[src/hw/rtl/dqrk_pkg.sv]
`timescale 1ns / 1ps
`default_nettype none

package dqrk_pkg;

  // queue command codes
  typedef enum logic [2:0] {
    CMD_PUSH_REAR  = 3'd0,
    CMD_PUSH_FRONT = 3'd1,
    CMD_POP_FRONT  = 3'd2,
    CMD_POP_REAR   = 3'd3,
    CMD_PEEK_FRONT = 3'd4,
    CMD_PEEK_REAR  = 3'd5,
    CMD_REMOVE     = 3'd6,
    CMD_STATUS     = 3'd7
  } cmd_t;

  // result status codes
  typedef enum logic [1:0] {
    ST_OK        = 2'd0,
    ST_EMPTY     = 2'd1,
    ST_FULL      = 2'd2,
    ST_NOT_FOUND = 2'd3
  } status_t;

  // controller states
  typedef enum logic [2:0] {
    S_IDLE,
    S_READ,
    S_SEARCH,
    S_SHIFT,
    S_RESP
  } state_t;

  localparam int HANDLE_W = 32;
  localparam int COUNT_W  = 5;
  localparam int IN_W     = 40;
  localparam int OUT_W    = 40;

endpackage

`default_nettype wire

[src/hw/rtl/dqrk_ram.sv]
`timescale 1ns / 1ps
`default_nettype none

module dqrk_ram #(
  parameter int WIDTH = 32,
  parameter int DEPTH = 16
) (
  input  wire logic                     clk,
  input  wire logic                     we,
  input  wire logic [$clog2(DEPTH)-1:0] waddr,
  input  wire logic [WIDTH-1:0]         wdata,
  input  wire logic [$clog2(DEPTH)-1:0] raddr,
  output logic      [WIDTH-1:0]         rdata
);

  logic [WIDTH-1:0] mem [DEPTH];

  always_ff @(posedge clk) begin
    if (we) begin
      mem[waddr] <= wdata;
    end
    rdata <= mem[raddr];
  end

endmodule

`default_nettype wire

[src/hw/rtl/deque_with_remove_by_key_top.sv]
`timescale 1ns / 1ps
`default_nettype none

// bounded double-ended queue of 32-bit handles with remove-by-key
//
// s_* channel: one command word per accepted transfer (command, handle).
// m_* channel: exactly one result word per command (handle, status, count).
// entries live in a single one-port-write / one-port-read ram of DEPTH words,
// addressed as a ring from head; occupancy counts the entries held.
// controller states from accept to result valid, receiver ready:
//   push and status        S_RESP straight from idle
//   pop and peek           S_READ (one ram read), then S_RESP
//   remove                 S_SEARCH, S_SHIFT if needed, then S_RESP; the
//                          search and the gap-closing shift walk the ram one
//                          word a cycle, read of offset k+1 overlapping the
//                          compare or write-back of offset k
// one command is in work at a time
// a new command is taken while an earlier result still waits in the output
// register; if the receiver stalls, the finished command parks in its
// response state until the output register frees up.
// reset clears head, occupancy, the controller and the output valid; ram
// contents are left as they are since only written cells are ever read.
module deque_with_remove_by_key_top #(
  parameter int DEPTH = 16
) (
  input  wire logic                         clk,
  input  wire logic                         rst,
  input  wire logic                         s_tvalid,
  output logic                              s_tready,
  // [2:0] command, [34:3] item_handle, [39:35] zero
  input  wire logic [dqrk_pkg::IN_W-1:0]    s_tdata,
  output logic                              m_tvalid,
  input  wire logic                         m_tready,
  // [31:0] out_handle, [33:32] status, [38:34] entry_count, [39] zero
  output logic      [dqrk_pkg::OUT_W-1:0]   m_tdata
);

  localparam int AW = $clog2(DEPTH);
  localparam int CW = $clog2(DEPTH + 1);
  localparam int HW = dqrk_pkg::HANDLE_W;
  localparam logic [CW-1:0] FULL_CNT = CW'(DEPTH);

  // control and pointer state
  dqrk_pkg::state_t state, state_next;
  dqrk_pkg::cmd_t   cmd_r, cmd_r_next;
  logic [HW-1:0]    key, key_next;
  logic [AW-1:0]    head, head_next;
  logic [CW-1:0]    occ, occ_next;
  logic [CW-1:0]    pos, pos_next;       // ring offset of the word now on rdata
  logic [HW-1:0]    res_handle, res_handle_next;
  dqrk_pkg::status_t res_status, res_status_next;

  // output register
  logic              out_load;
  logic [HW-1:0]     out_handle;
  dqrk_pkg::status_t out_status;
  logic [dqrk_pkg::COUNT_W-1:0] out_count;

  // ram port signals
  logic          we;
  logic [AW-1:0] waddr, raddr;
  logic [HW-1:0] wdata, rdata;

  dqrk_pkg::cmd_t cmd_in;
  logic [HW-1:0]  key_in;
  logic [AW-1:0]  head_dec;
  logic [CW-1:0]  pos_inc;

  assign cmd_in   = dqrk_pkg::cmd_t'(s_tdata[2:0]);
  assign key_in   = s_tdata[HW+2:3];
  assign head_dec = (head == '0) ? AW'(DEPTH - 1) : head - AW'(1);
  assign pos_inc  = pos + CW'(1);

  // ring address of offset off from the front, one compare and subtract
  function automatic logic [AW-1:0] cell_of(input logic [AW-1:0] hd,
                                            input logic [CW-1:0] off);
    logic [CW:0] sum;
    sum = (CW+1)'(hd) + (CW+1)'(off);
    if (sum >= (CW+1)'(DEPTH)) begin
      sum = sum - (CW+1)'(DEPTH);
    end
    return sum[AW-1:0];
  endfunction

  dqrk_ram #(
    .WIDTH (HW),
    .DEPTH (DEPTH)
  ) u_ram (
    .clk   (clk),
    .we    (we),
    .waddr (waddr),
    .wdata (wdata),
    .raddr (raddr),
    .rdata (rdata)
  );

  always_ff @(posedge clk) begin
    if (rst) begin
      state    <= dqrk_pkg::S_IDLE;
      head     <= '0;
      occ      <= '0;
      m_tvalid <= 1'b0;
    end else begin
      state <= state_next;
      head  <= head_next;
      occ   <= occ_next;
      if (out_load) begin
        m_tvalid <= 1'b1;
      end else if (m_tready) begin
        m_tvalid <= 1'b0;
      end
    end
  end

  // payload registers
  always_ff @(posedge clk) begin
    cmd_r      <= cmd_r_next;
    key        <= key_next;
    pos        <= pos_next;
    res_handle <= res_handle_next;
    res_status <= res_status_next;
    if (out_load) begin
      out_handle <= res_handle;
      out_status <= res_status;
      out_count  <= dqrk_pkg::COUNT_W'(occ);
    end
  end

  assign m_tdata = {1'b0, out_count, out_status, out_handle};

  always_comb begin
    state_next      = state;
    cmd_r_next      = cmd_r;
    key_next        = key;
    head_next       = head;
    occ_next        = occ;
    pos_next        = pos;
    res_handle_next = res_handle;
    res_status_next = res_status;
    s_tready        = 1'b0;
    out_load        = 1'b0;
    we              = 1'b0;
    waddr           = head;
    wdata           = key;
    raddr           = head;

    case (state)
      dqrk_pkg::S_IDLE: begin
        s_tready = 1'b1;
        if (s_tvalid) begin
          cmd_r_next      = cmd_in;
          key_next        = key_in;
          res_handle_next = '0;
          res_status_next = dqrk_pkg::ST_OK;
          pos_next        = '0;
          state_next      = dqrk_pkg::S_RESP;
          case (cmd_in)
            dqrk_pkg::CMD_PUSH_REAR: begin
              if (occ == FULL_CNT) begin
                res_status_next = dqrk_pkg::ST_FULL;
              end else begin
                we       = 1'b1;
                waddr    = cell_of(head, occ);
                wdata    = key_in;
                occ_next = occ + CW'(1);
              end
            end
            dqrk_pkg::CMD_PUSH_FRONT: begin
              if (occ == FULL_CNT) begin
                res_status_next = dqrk_pkg::ST_FULL;
              end else begin
                we        = 1'b1;
                waddr     = head_dec;
                wdata     = key_in;
                head_next = head_dec;
                occ_next  = occ + CW'(1);
              end
            end
            dqrk_pkg::CMD_POP_FRONT, dqrk_pkg::CMD_PEEK_FRONT: begin
              if (occ == '0) begin
                res_status_next = dqrk_pkg::ST_EMPTY;
              end else begin
                raddr      = head;
                state_next = dqrk_pkg::S_READ;
              end
            end
            dqrk_pkg::CMD_POP_REAR, dqrk_pkg::CMD_PEEK_REAR: begin
              if (occ == '0) begin
                res_status_next = dqrk_pkg::ST_EMPTY;
              end else begin
                raddr      = cell_of(head, occ - CW'(1));
                state_next = dqrk_pkg::S_READ;
              end
            end
            dqrk_pkg::CMD_REMOVE: begin
              if (occ == '0) begin
                res_status_next = dqrk_pkg::ST_NOT_FOUND;
              end else begin
                raddr      = head;
                state_next = dqrk_pkg::S_SEARCH;
              end
            end
            default: begin
              // status query answers with the count only
            end
          endcase
        end
      end

      dqrk_pkg::S_READ: begin
        res_handle_next = rdata;
        if (cmd_r == dqrk_pkg::CMD_POP_FRONT) begin
          head_next = cell_of(head, CW'(1));
          occ_next  = occ - CW'(1);
        end else if (cmd_r == dqrk_pkg::CMD_POP_REAR) begin
          occ_next = occ - CW'(1);
        end
        state_next = dqrk_pkg::S_RESP;
      end

      dqrk_pkg::S_SEARCH: begin
        // compare word at pos, fetch pos+1 in the same cycle
        raddr = cell_of(head, pos_inc);
        if (rdata == key) begin
          if (pos_inc < occ) begin
            pos_next   = pos_inc;
            state_next = dqrk_pkg::S_SHIFT;
          end else begin
            occ_next   = occ - CW'(1);
            state_next = dqrk_pkg::S_RESP;
          end
        end else if (pos_inc < occ) begin
          pos_next = pos_inc;
        end else begin
          res_status_next = dqrk_pkg::ST_NOT_FOUND;
          state_next      = dqrk_pkg::S_RESP;
        end
      end

      dqrk_pkg::S_SHIFT: begin
        // move word at pos down one slot, fetch pos+1
        we    = 1'b1;
        waddr = cell_of(head, pos - CW'(1));
        wdata = rdata;
        raddr = cell_of(head, pos_inc);
        if (pos_inc < occ) begin
          pos_next = pos_inc;
        end else begin
          occ_next   = occ - CW'(1);
          state_next = dqrk_pkg::S_RESP;
        end
      end

      dqrk_pkg::S_RESP: begin
        if (!m_tvalid || m_tready) begin
          out_load   = 1'b1;
          state_next = dqrk_pkg::S_IDLE;
        end
      end

      default: begin
        state_next = dqrk_pkg::S_IDLE;
      end
    endcase
  end

  // occupancy never passes the ring size
  a_occ_bound: assert property (@(posedge clk) disable iff (rst)
    occ <= FULL_CNT)
    else $error("occupancy above depth");

  // a push onto a full queue leaves the count alone
  a_full_drop: assert property (@(posedge clk) disable iff (rst)
    (s_tvalid && s_tready && occ == FULL_CNT &&
     (cmd_in == dqrk_pkg::CMD_PUSH_REAR || cmd_in == dqrk_pkg::CMD_PUSH_FRONT))
    |=> $stable(occ))
    else $error("push on full queue changed occupancy");

  // a pop from the front of a nonempty queue takes exactly one entry
  a_pop_front: assert property (@(posedge clk) disable iff (rst)
    (s_tvalid && s_tready && occ != '0 && cmd_in == dqrk_pkg::CMD_POP_FRONT)
    |=> ##1 (occ == $past(occ, 2) - CW'(1)))
    else $error("pop front did not drop one entry");

  // the shift walk stays inside the held entries and past the front
  a_shift_range: assert property (@(posedge clk) disable iff (rst)
    (state == dqrk_pkg::S_SHIFT) |-> (pos != '0 && pos < occ))
    else $error("shift position out of range");

endmodule

`default_nettype wire
[config.mk]
export PLATFORM = sky130hd
export DESIGN_NAME = deque_with_remove_by_key_top
export DESIGN_NICKNAME = d
export VERILOG_FILES = /design/src/hw/rtl/dqrk_pkg.sv /design/src/hw/rtl/dqrk_ram.sv /design/src/hw/rtl/deque_with_remove_by_key_top.sv
export SDC_FILE = /design/constraint.sdc
export NUM_CORES = 1
export LEC_CHECK = 0
export BUFFER_PORTS_ARGS = -buffer_cell sky130_fd_sc_hd__buf_2
export CORE_ASPECT_RATIO = 2
export CORE_MARGIN = 8
export CORE_UTILIZATION = 25
export DETAILED_ROUTE_END_ITERATION = 8
export GPL_TIMING_DRIVEN = 0
export HOLD_SLACK_MARGIN = 0.03
export SLEW_MARGIN = 40
export SYNTH_ARGS = -nofsm -noshare
export SYNTH_HDL_FRONTEND = slang
export SYNTH_SLANG_ARGS = --single-unit
[constraint.sdc]
create_clock -name clk -period 5.1 [get_ports clk]
set_input_delay 1.02 -clock clk [delete_from_list [all_inputs] [get_ports clk]]
set_output_delay 1.02 -clock clk [all_outputs]
set_load 0.01 [all_outputs]
==> flow_metrics.tcl, run 1 <==
set metrics [dict create \
    synth_most_common_cell "edfxtp_1" \
    io_pins 86 \
    worstSetupStartpoint "state[1]" \
    htree_levels 2 \
    cts_tree "yes" \
    synth_seq_cells 670 \
    synth_top_area_cell "edfxtp_1" \
    post-route-period-util_pct 84.4 \
    synthAdderAreaFrac_pct 1.35 \
    startpoint_type "flip-flop" \
    vias 14000 \
    drive_gt1_share_pct 23.3 \
    min_from "res_handle[16]" \
    path_cells "clkbuf_1 > nor2b_1 > clkbuf_1 > and2_1 > clkbuf_1 > nor3_1 > a21oi_1 > o21a_1 > nand3_1 > nor2_4 > buf_16 > buf_8" \
    worstHoldPathCells 0 \
    tightest_slew_ns 0.882 \
    relSlewSlack_pct 41.2 \
    layout_min_cycle_time_ns 4.31 \
    clockBufferDepth 3 \
    power.density_mw_per_mm2 362 \
    cts_resized 0 \
    synth_edf_count 625 \
    worstSkewPairLatency_ns 0.62 \
    end_kind "flip-flop" \
    status "finished clean" \
    cp_max_fo 14 \
    cp.depth 12 \
    synth.mux.area_fraction_pct 11.2 \
    crit_family "buffers and inverters" \
    fmax_ghz 0.232 \
    dpl_cell_area_mm2 0.0293 \
    io_buffer_count 79 \
    ant_nets 0 \
    clockRootBuffer "clkbuf_16" \
    max_cap_viol_count 0 \
    crit_top_cell "clkbuf_1" \
    layoutNonFillerInstCount 2984 \
    ir_drop_mv 0.241 \
    routabilityCongestion 0.815 \
    crit_type "flip-flop to flip-flop" \
    slowest_stage "nor2_4" \
    synth-simple-area-share_pct 4.73 \
    synth_compound_area_share_pct 4.81 \
    reg2reg_depth 12 \
    drtIter0Drc 1147 \
    synth_area_per_cell_um2 18.7 \
    finalInstanceArea_mm2 0.0310 \
    synth_commonest_cells "edfxtp_1, mux4_2, nand2_1" \
    cts.sinks 670 \
    totalWireLength_um 73300 \
    die_area_mm2 0.117 \
    finalHoldViolCount 0 \
    synth_xor_area_share_pct 1.66 \
    synth_cell_types 65 \
    die_w_um 245 \
    yosysTopAreaCellShare_pct 71.3 \
    ys_warn_count 0 \
    nNetsFinal 1644 \
    dp.cells 2881 \
    drc 0 \
    grt_pass1_wl_um 105000 \
    antenna_found_initial 17 \
    area_delta_synth_final_pct 17.9 \
    grt_max_degree 33 \
    grt_pass1_vias 14700 \
    cts_setup_buffers 0 \
    viasPerCell 4.69 \
    core_area_mm2 0.105 \
    finalMaxSlewViolations 0 \
    postCtsHoldBufs 0 \
    cts_buffers 51 \
    drtPass1Iterations 5 \
    synthArstFlopShare_pct 0 \
    crit_required_ns 5.41 \
    cp.arrival_ns 4.61 \
    floorplan.initialDensity_pct 25.1 \
    die_y_um 475 \
    min_path_type "flip-flop to flip-flop" \
    skew_ns 0.0272 \
    synth_fp_nets 1475 \
    hpwl_um 53800 \
    post-route-util_pct 29.6 \
    setup_viol 0 \
    ys.flop_type "edfxtp_1" \
    ys_top_cells_by_area "edfxtp_1, mux4_2, dfxtp_1" \
    synth_top_family_by_area "multiplexers" \
    clkTransAtPathRegs_ns 0.08 \
    grt_usage_pct 12.3 \
    critical_path_buf_inv_count 5 \
    syn_inst 1405 \
    rsz0062_at_grt "false" \
    routedWlPerCell_um 24.6 \
    overflow 0 \
    synth_seq_area_share_pct 74.7 \
    rows 168 \
    power.leakage_uw 0.0103 \
    cpPeakStageDelay_ns 0.64 \
    worstReg2RegStart "state[1]" \
    synth.cell_area_mm2 0.0263 \
]
-- cells in the final DEF, fill, tap and decap left out, types with 8 or more instances in the layout --
cell type  count
xnor2_1       44
dfxtp_1       45
edfxtp_1     625
clkinv_2       9
clkbuf_1      46
ha_1          22
a21oi_1       19
diode_2        8
mux4_2       128
nand3_1       11
clkinv_1      14
nand4_1        9
nand2_1      123
buf_16        15
buf_2         84
inv_1         15
a22oi_1       98
clkbuf_16     52
nor2_4        16
nor2_1        30
nor3_1         8
o21ai_0       11
buf_8         22
buf_4         11
and3_1        33
-- metrics by stage --
stage	worst slack [ns]	TNS, ns	power (uW)	hold slack, ns
after floorplan	0.916	0	6830	0.400
after global placement	-1.67	-713.77	7170	0.405
after detailed placement	0.522	0	7210	0.405
after CTS	0.633	0	11300	0.423
after global routing	0.630	0	11500	0.427
final	0.794	0	11200	0.421
-- routing by layer --
| layer | up-vias | global-route usage [%] | share of wire [%] |
|---|---|---|---|
| met1 | 7255 | 11.8 | 32 |
| li1 | 6004 | - | - |
| met4 | 4 | 6.24 | 5.2 |
| met5 | - | 0 | 0.030 |
| met2 | 563 | 24.4 | 57 |
| met3 | 172 | 2.43 | 6.4 |
-- sequential cells by signal (all words and copies together) (netlist names) --
name,cells
res_status,2
u_ram.rdata,32
u_ram.mem,512
occ,5
head,4
out_handle,32
res_handle,32
key,32
state,3
out_status,2
cmd_r,3
pos,5
out_count,5
m_tvalid,1
-- final cells by class --
| class | count | area (um2) |
|---|---|---|
| Clock buffer | 59 | 1340 |
| Antenna cell | 8 | 20.0 |
| Fill cell | 10300 | 73700 |
| Timing Repair Buffer | 116 | 1140 |
| Sequential cell | 670 | 19700 |
| Clock inverter | 36 | 353 |
| Inverter | 18 | 67.6 |
| Buffer | 70 | 349 |
| Multi-Input combinational cell | 647 | 6380 |
| Tap cell | 1360 | 1700 |
-- power breakdown --
| group | switching (uW) | internal, uW |
|---|---|---|
| Sequential | 104 | 6190 |
| Clock | 1950 | 2200 |
| Combinational | 525 | 266 |
| Total | 2580 | 8660 |
-- cells by family after synthesis --
kind of cell | count (synthesis)
adder cells (fa/ha/maj) | 26
other | 1
flip-flops | 670
AO/OA/AOI/OAI | 175
multiplexers | 133
AND/OR/NAND/NOR | 262
buffers and inverters | 88
XOR/XNOR | 50
-- final timing paths --
check             slack, ns                to
setup / recovery       0.79  u_ram.mem[4][19]
hold / removal         0.42    out_handle[16]
setup reg to reg       0.79  u_ram.mem[4][19]
hold reg to reg        0.42    out_handle[16]
Power figures use the tool's default switching activity.
==> run 2: changes to the inputs <==
Settings changed: ABC_AREA from default to 1.
Clock period 5.1 ns to 4.4 ns, I/O delays scaled along.
==> flow_metrics.tcl, run 2 <==
set metrics [dict create \
    status "finished clean" \
    max_cap_viol_count 0 \
    multi_input_area_mm2 0.00771 \
    fin_ws_ns 0.602 \
    cts_tree "yes" \
    io_pins 86 \
    worstHoldPathCells 0 \
    grt_usage_pct 12.3 \
    reg2reg_depth 12 \
    drtPass1Iterations 5 \
    end_kind "flip-flop" \
    synth_cell_types 42 \
    cts.sinks 670 \
    worstReg2RegStart "head[1]" \
    routabilityCongestion 0.876 \
    finalMaxSlewViolations 0 \
    largest_reg_flops 512 \
    htree_levels 3 \
    layout_min_cycle_time_ns 3.80 \
    vias 20700 \
    ys_warn_count 0 \
    routedWlPerCell_um 18.1 \
    ir_drop_mv 0.279 \
    setup_tns_ns 0 \
    cts_setup_buffers 0 \
    floorplan.initialDensity_pct 25.1 \
    viasPerCell 4.56 \
    fin_total_pwr_uw 18200 \
    fmax_ghz 0.263 \
    cts_buffers 68 \
    syn_inst 2761 \
    final_common_cell "nand2_1" \
    slowest_stage "dfxtp_1" \
    die_w_um 258 \
    ys.flop_type "edfxtp_1" \
    cp.arrival_ns 4.10 \
    nNetsFinal 3022 \
    crit_type "flip-flop to flip-flop" \
    overflow 0 \
    cts_resized 0 \
    critical_path_buf_inv_count 5 \
    grt_pass1_vias 20000 \
    synth_area_per_cell_um2 10.6 \
    reg2reg_to "u_ram.mem[2][10]" \
    cp_max_fo 14 \
    rsz0062_at_grt "false" \
    ant_nets 0 \
    synth.cell_area_mm2 0.0293 \
    min_from "res_handle[5]" \
    crit_family "simple AND/OR/NAND/NOR gates" \
    synth_edf_count 625 \
    postCtsHoldBufs 0 \
    pre_cts_ws_ns 0.367 \
    worstSkewPairLatency_ns 0.61 \
    path_cells "inv_1 > fa_1 > or2_2 > nand3_1 > o21ai_0 > inv_1 > nand3_1 > inv_1 > nand3_1 > nor2_4 > buf_8 > buf_16" \
    post-route-util_pct 29.8 \
    io_buffer_count 78 \
    core_area_mm2 0.117 \
    die_y_um 500 \
    grt_pass1_wl_um 123000 \
    regArea_mm2 0.0197 \
    setup_viol 0 \
    rows 178 \
    post-route-period-util_pct 86.3 \
    r2r_setup_slack_ns 0.60 \
    clockRootBuffer "clkbuf_16" \
    synth_top_area_cell "edfxtp_1" \
    synth_fp_nets 2831 \
    skew_ns 0.0222 \
    grt_max_degree 34 \
    antenna_found_initial 2 \
    holdPathEnd "out_handle[5]" \
    crit_required_ns 4.70 \
    synth_most_common_cell "nand2_1" \
    ys_top_cells_by_area "edfxtp_1, nand3_1, nand2_1" \
    totalWireLength_um 82000 \
    synthArstFlopShare_pct 0 \
    synth_seq_area_share_pct 67.1 \
    cpPeakStageDelay_ns 0.72 \
    hpwl_um 58100 \
    synth_commonest_cells "nand2_1, edfxtp_1, nand3_1" \
    clkTransAtPathRegs_ns 0.06 \
    clockBufferDepth 3 \
    drc 0 \
    finalHoldViolCount 0 \
    drive_gt1_share_pct 13.0 \
    relSlewSlack_pct 42.8 \
    nFillCells 11800 \
    die_area_mm2 0.129 \
    tightest_slew_ns 0.858 \
    power.density_mw_per_mm2 522 \
    min_path_type "flip-flop to flip-flop" \
    startpoint_type "flip-flop" \
    final_cell_mix "nand2_1, edfxtp_1, nand3_1" \
    drtIter0Drc 2040 \
    synth_seq_cells 670 \
    power.leakage_uw 0.0140 \
    area_delta_synth_final_pct 18.8 \
    regMostFlops "u_ram.mem" \
    yosysTopAreaCellShare_pct 64.0 \
]
[run 2: worst max-delay path by stage]
stage,slack [ns],to,from,cells after the start
floorplan,0.15,head[0],s_tvalid,7
global placement,-1.59,u_ram.mem[9][8],s_tdata[2],12
detailed placement,0.37,u_ram.mem[9][8],s_tdata[2],14
CTS,0.65,u_ram.mem[2][10],head[1],12
global route,0.35,u_ram.mem[4][9],head[1],13
finish,0.60,u_ram.mem[2][10],head[1],12
[run 2: worst register-to-register path, stage by stage, from the launching register on]
cell     delay [ns]
dfxtp_1        0.72
inv_1          0.33
fa_1           0.50
or2_2          0.31
nand3_1        0.09
o21ai_0        0.09
inv_1          0.08
nand3_1        0.12
inv_1          0.12
nand3_1        0.32
nor2_4         0.39
buf_8          0.24
buf_16         0.19
[run 2: logic make-up (layout without fill, tap and decap cells)]
group	count (synthesis)	after routing	share of synthesized area [%]
DFF	670	670	67.1
buffers and inverters	502	744	7.17
AOI/OAI and AO/OA	104	104	2.21
and+or+nand+nor	1412	1412	21.0
other	1	3	0.0128
adders and majority gates	26	26	1.21
xor gates and xnor gates	46	46	1.37
[run 2: per-stage QoR]
| stage | instance area (um2) | hold slack [ns] | instances |
|---|---|---|---|
| 2_1_floorplan | 29300 | 0.400 | 2761 |
| 3_3_place_gp | 31600 | 0.400 | 4369 |
| 3_5_place_dp | 32600 | 0.405 | 4412 |
| 4_1_cts | 34800 | 0.417 | 4533 |
| 5_1_grt | 34800 | 0.423 | 4533 |
| 6_report | 34800 | 0.419 | 4535 |
[run 2: final cells by class]
cell class	count	area share (%)
diodes	2	0.0144
plain buffers	149	2.23
clock buffers	87	5.33
clock inverters	34	0.981
inverters	353	3.80
multi-input cells	1589	22.1
flip-flops and latches	670	56.5
well taps	1530	5.50
repair buffers	121	3.55
[run 2: power breakdown]
part / switching [uW] / leakage (uW) / internal [uW]
sequential: 257 / 0.00608 / 7530
clock: 2440 / 0.00108 / 3350
combinational: 3300 / 0.00685 / 1310
total: 6000 / 0.0140 / 12200
[run 2: layer usage]
metal	share of wire, %	GRT usage (%)	vias to the layer above
li1	-	-	9691
met1	42	16.3	9970
met2	46	20.0	857
met3	8.1	2.20	158
met4	3.3	4.62	0
met5	0	0	-
==> run 3: changes to the inputs <==
Settings changed: CORE_UTILIZATION 25 to 30, CTS_BUF_LIST from default to sky130_fd_sc_hd__clkbuf_2 sky130_fd_sc_hd__clkbuf_4 sky130_fd_sc_hd__clkbuf_8.
==> flow_metrics.tcl, run 3 (synthesis results as in run 2) <==
set metrics [dict create \
    rows 162 \
    io_pins 86 \
    post-route-util_pct 35.2 \
    drtPass1Iterations 8 \
    r2r_setup_slack_ns 0.30 \
    cts_buffers 86 \
    die_y_um 458 \
    cts_tree "yes" \
    cts_resized 0 \
    max_cap_viol_count 0 \
    skew_ns 0.0346 \
    finalHoldViolCount 0 \
    postCtsHoldBufs 0 \
    end_kind "flip-flop" \
    grt_pass1_wl_um 136000 \
    drtIter0Drc 1879 \
    power.density_mw_per_mm2 522 \
    worstSkewPairLatency_ns 0.76 \
    clockBufferDepth 3 \
    viasPerCell 4.88 \
    post-route-period-util_pct 93.3 \
    finalMaxSlewViolations 0 \
    io_buffer_count 78 \
    cts.sinks 670 \
    grt_max_degree 34 \
    drive_gt1_share_pct 14.7 \
    clockRootBuffer "clkbuf_8" \
    routabilityCongestion 0.925 \
    die_w_um 237 \
    antenna_found_initial 13 \
    totalWireLength_um 95300 \
    power.leakage_uw 0.0140 \
    drc 0 \
    overflow 0 \
    grt_usage_pct 17.3 \
    largest_reg_flops 512 \
    final_common_cell "nand2_1" \
    routedWlPerCell_um 22.3 \
    area_delta_synth_final_pct 16.7 \
    die_area_mm2 0.109 \
    fmax_ghz 0.244 \
    rsz0062_at_grt "false" \
    min_path_type "input pin to flip-flop" \
    grt_pass1_vias 20900 \
    status "finished clean" \
    fin_total_pwr_uw 17900 \
    hpwl_um 71100 \
    layoutNonFillerInstCount 4279 \
    drt-met1-wl_um 29900 \
    nNetsFinal 3040 \
    vias 20900 \
    setup_tns_ns 0 \
    startpoint_type "flip-flop" \
    cts_setup_buffers 0 \
    cp_max_fo 16 \
    wl_met3_um 6630 \
    floorplan.initialDensity_pct 30.1 \
    core_area_mm2 0.0973 \
    wl_met2_um 50500 \
    topRoutingLayerUsed "met5" \
    ant_nets 0 \
    crit_type "flip-flop to flip-flop" \
    nFillCells 9710 \
    clkTransAtPathRegs_ns 0.07 \
    setup_viol 0 \
    tightest_slew_ns 0.870 \
    dp.cells 4112 \
    htree_levels 3 \
    regMostFlops "u_ram.mem" \
    layout_min_cycle_time_ns 4.10 \
    cp.arrival_ns 4.35 \
    ir_drop_mv 0.237 \
    crit_required_ns 4.65 \
    relSlewSlack_pct 41.9 \
    final_cell_mix "nand2_1, edfxtp_1, nand3_1" \
]
[run 3: cell count changes in the layout (fill, tap and decap cells not counted), moves of 5 or more]
| cell | before | now |
|---|---|---|
| clkbuf_16 | 71 | 0 |
| clkinv_2 | 9 | 16 |
| clkbuf_8 | 2 | 91 |
| clkbuf_1 | 28 | 8 |
| bufinv_16 | 6 | 11 |
| buf_8 | 13 | 19 |
| clkbuf_4 | 0 | 20 |
| clkbuf_2 | 1 | 7 |
[run 3: worst max-delay path, stage by stage (launching register included)]
cell	delay (ns)
dfxtp_1	0.50
inv_1	0.19
ha_1	0.27
nand3_1	0.20
nand2_1	0.09
nor2_2	0.34
inv_1	0.08
nand2_1	0.54
inv_1	0.11
buf_2	0.32
buf_2	0.33
nand2_1	0.10
nand2_1	0.51
[run 3: through the flow]
step | setup slack [ns] | area, um2 | hold slack, ns
floorplan | 0.148 | 29300 | 0.400
global placement | -2.19 | 31300 | 0.403
detailed placement | 0.130 | 32200 | 0.405
CTS | 0.408 | 34200 | 0.270
global route | 0.192 | 34200 | 0.312
finish | 0.296 | 34200 | 0.329
[run 3: layout make-up]
cell class	instances	area, um2	share of cell area (%)
repair buffers	121	1200	3.50
plain buffers	149	785	2.29
flip-flops and latches	670	19700	57.5
inverters	353	1330	3.87
diodes	6	15.0	0.0439
clock buffers	111	1400	4.10
multi-input cells	1589	7730	22.6
clock inverters	50	561	1.64
well taps	1230	1540	4.50
[run 3: report_power, final]
group	total, uW	leakage (uW)	internal (uW)	switching [uW]
Clock	5220	0.00103	2780	2440
Combinational	4810	0.00686	1300	3510
Sequential	7840	0.00608	7530	314
Total	17900	0.0140	11600	6260
[run 3: worst paths after layout]
check,endpoint,depth (start not counted),start
setup / recovery,u_ram.mem[2][20],12,occ[0]
hold / removal,cmd_r[0],1,s_tdata[0]
setup reg to reg,u_ram.mem[2][20],12,occ[0]
hold reg to reg,out_handle[17],0,res_handle[17]
[run 3: layer usage]
| layer | up-vias | track usage (%) |
|---|---|---|
| met3 | 339 | 3.72 |
| met4 | 8 | 13.8 |
| met1 | 9841 | 15.9 |
| met2 | 938 | 32.3 |
| met5 | - | 0 |
| li1 | 9746 | - |
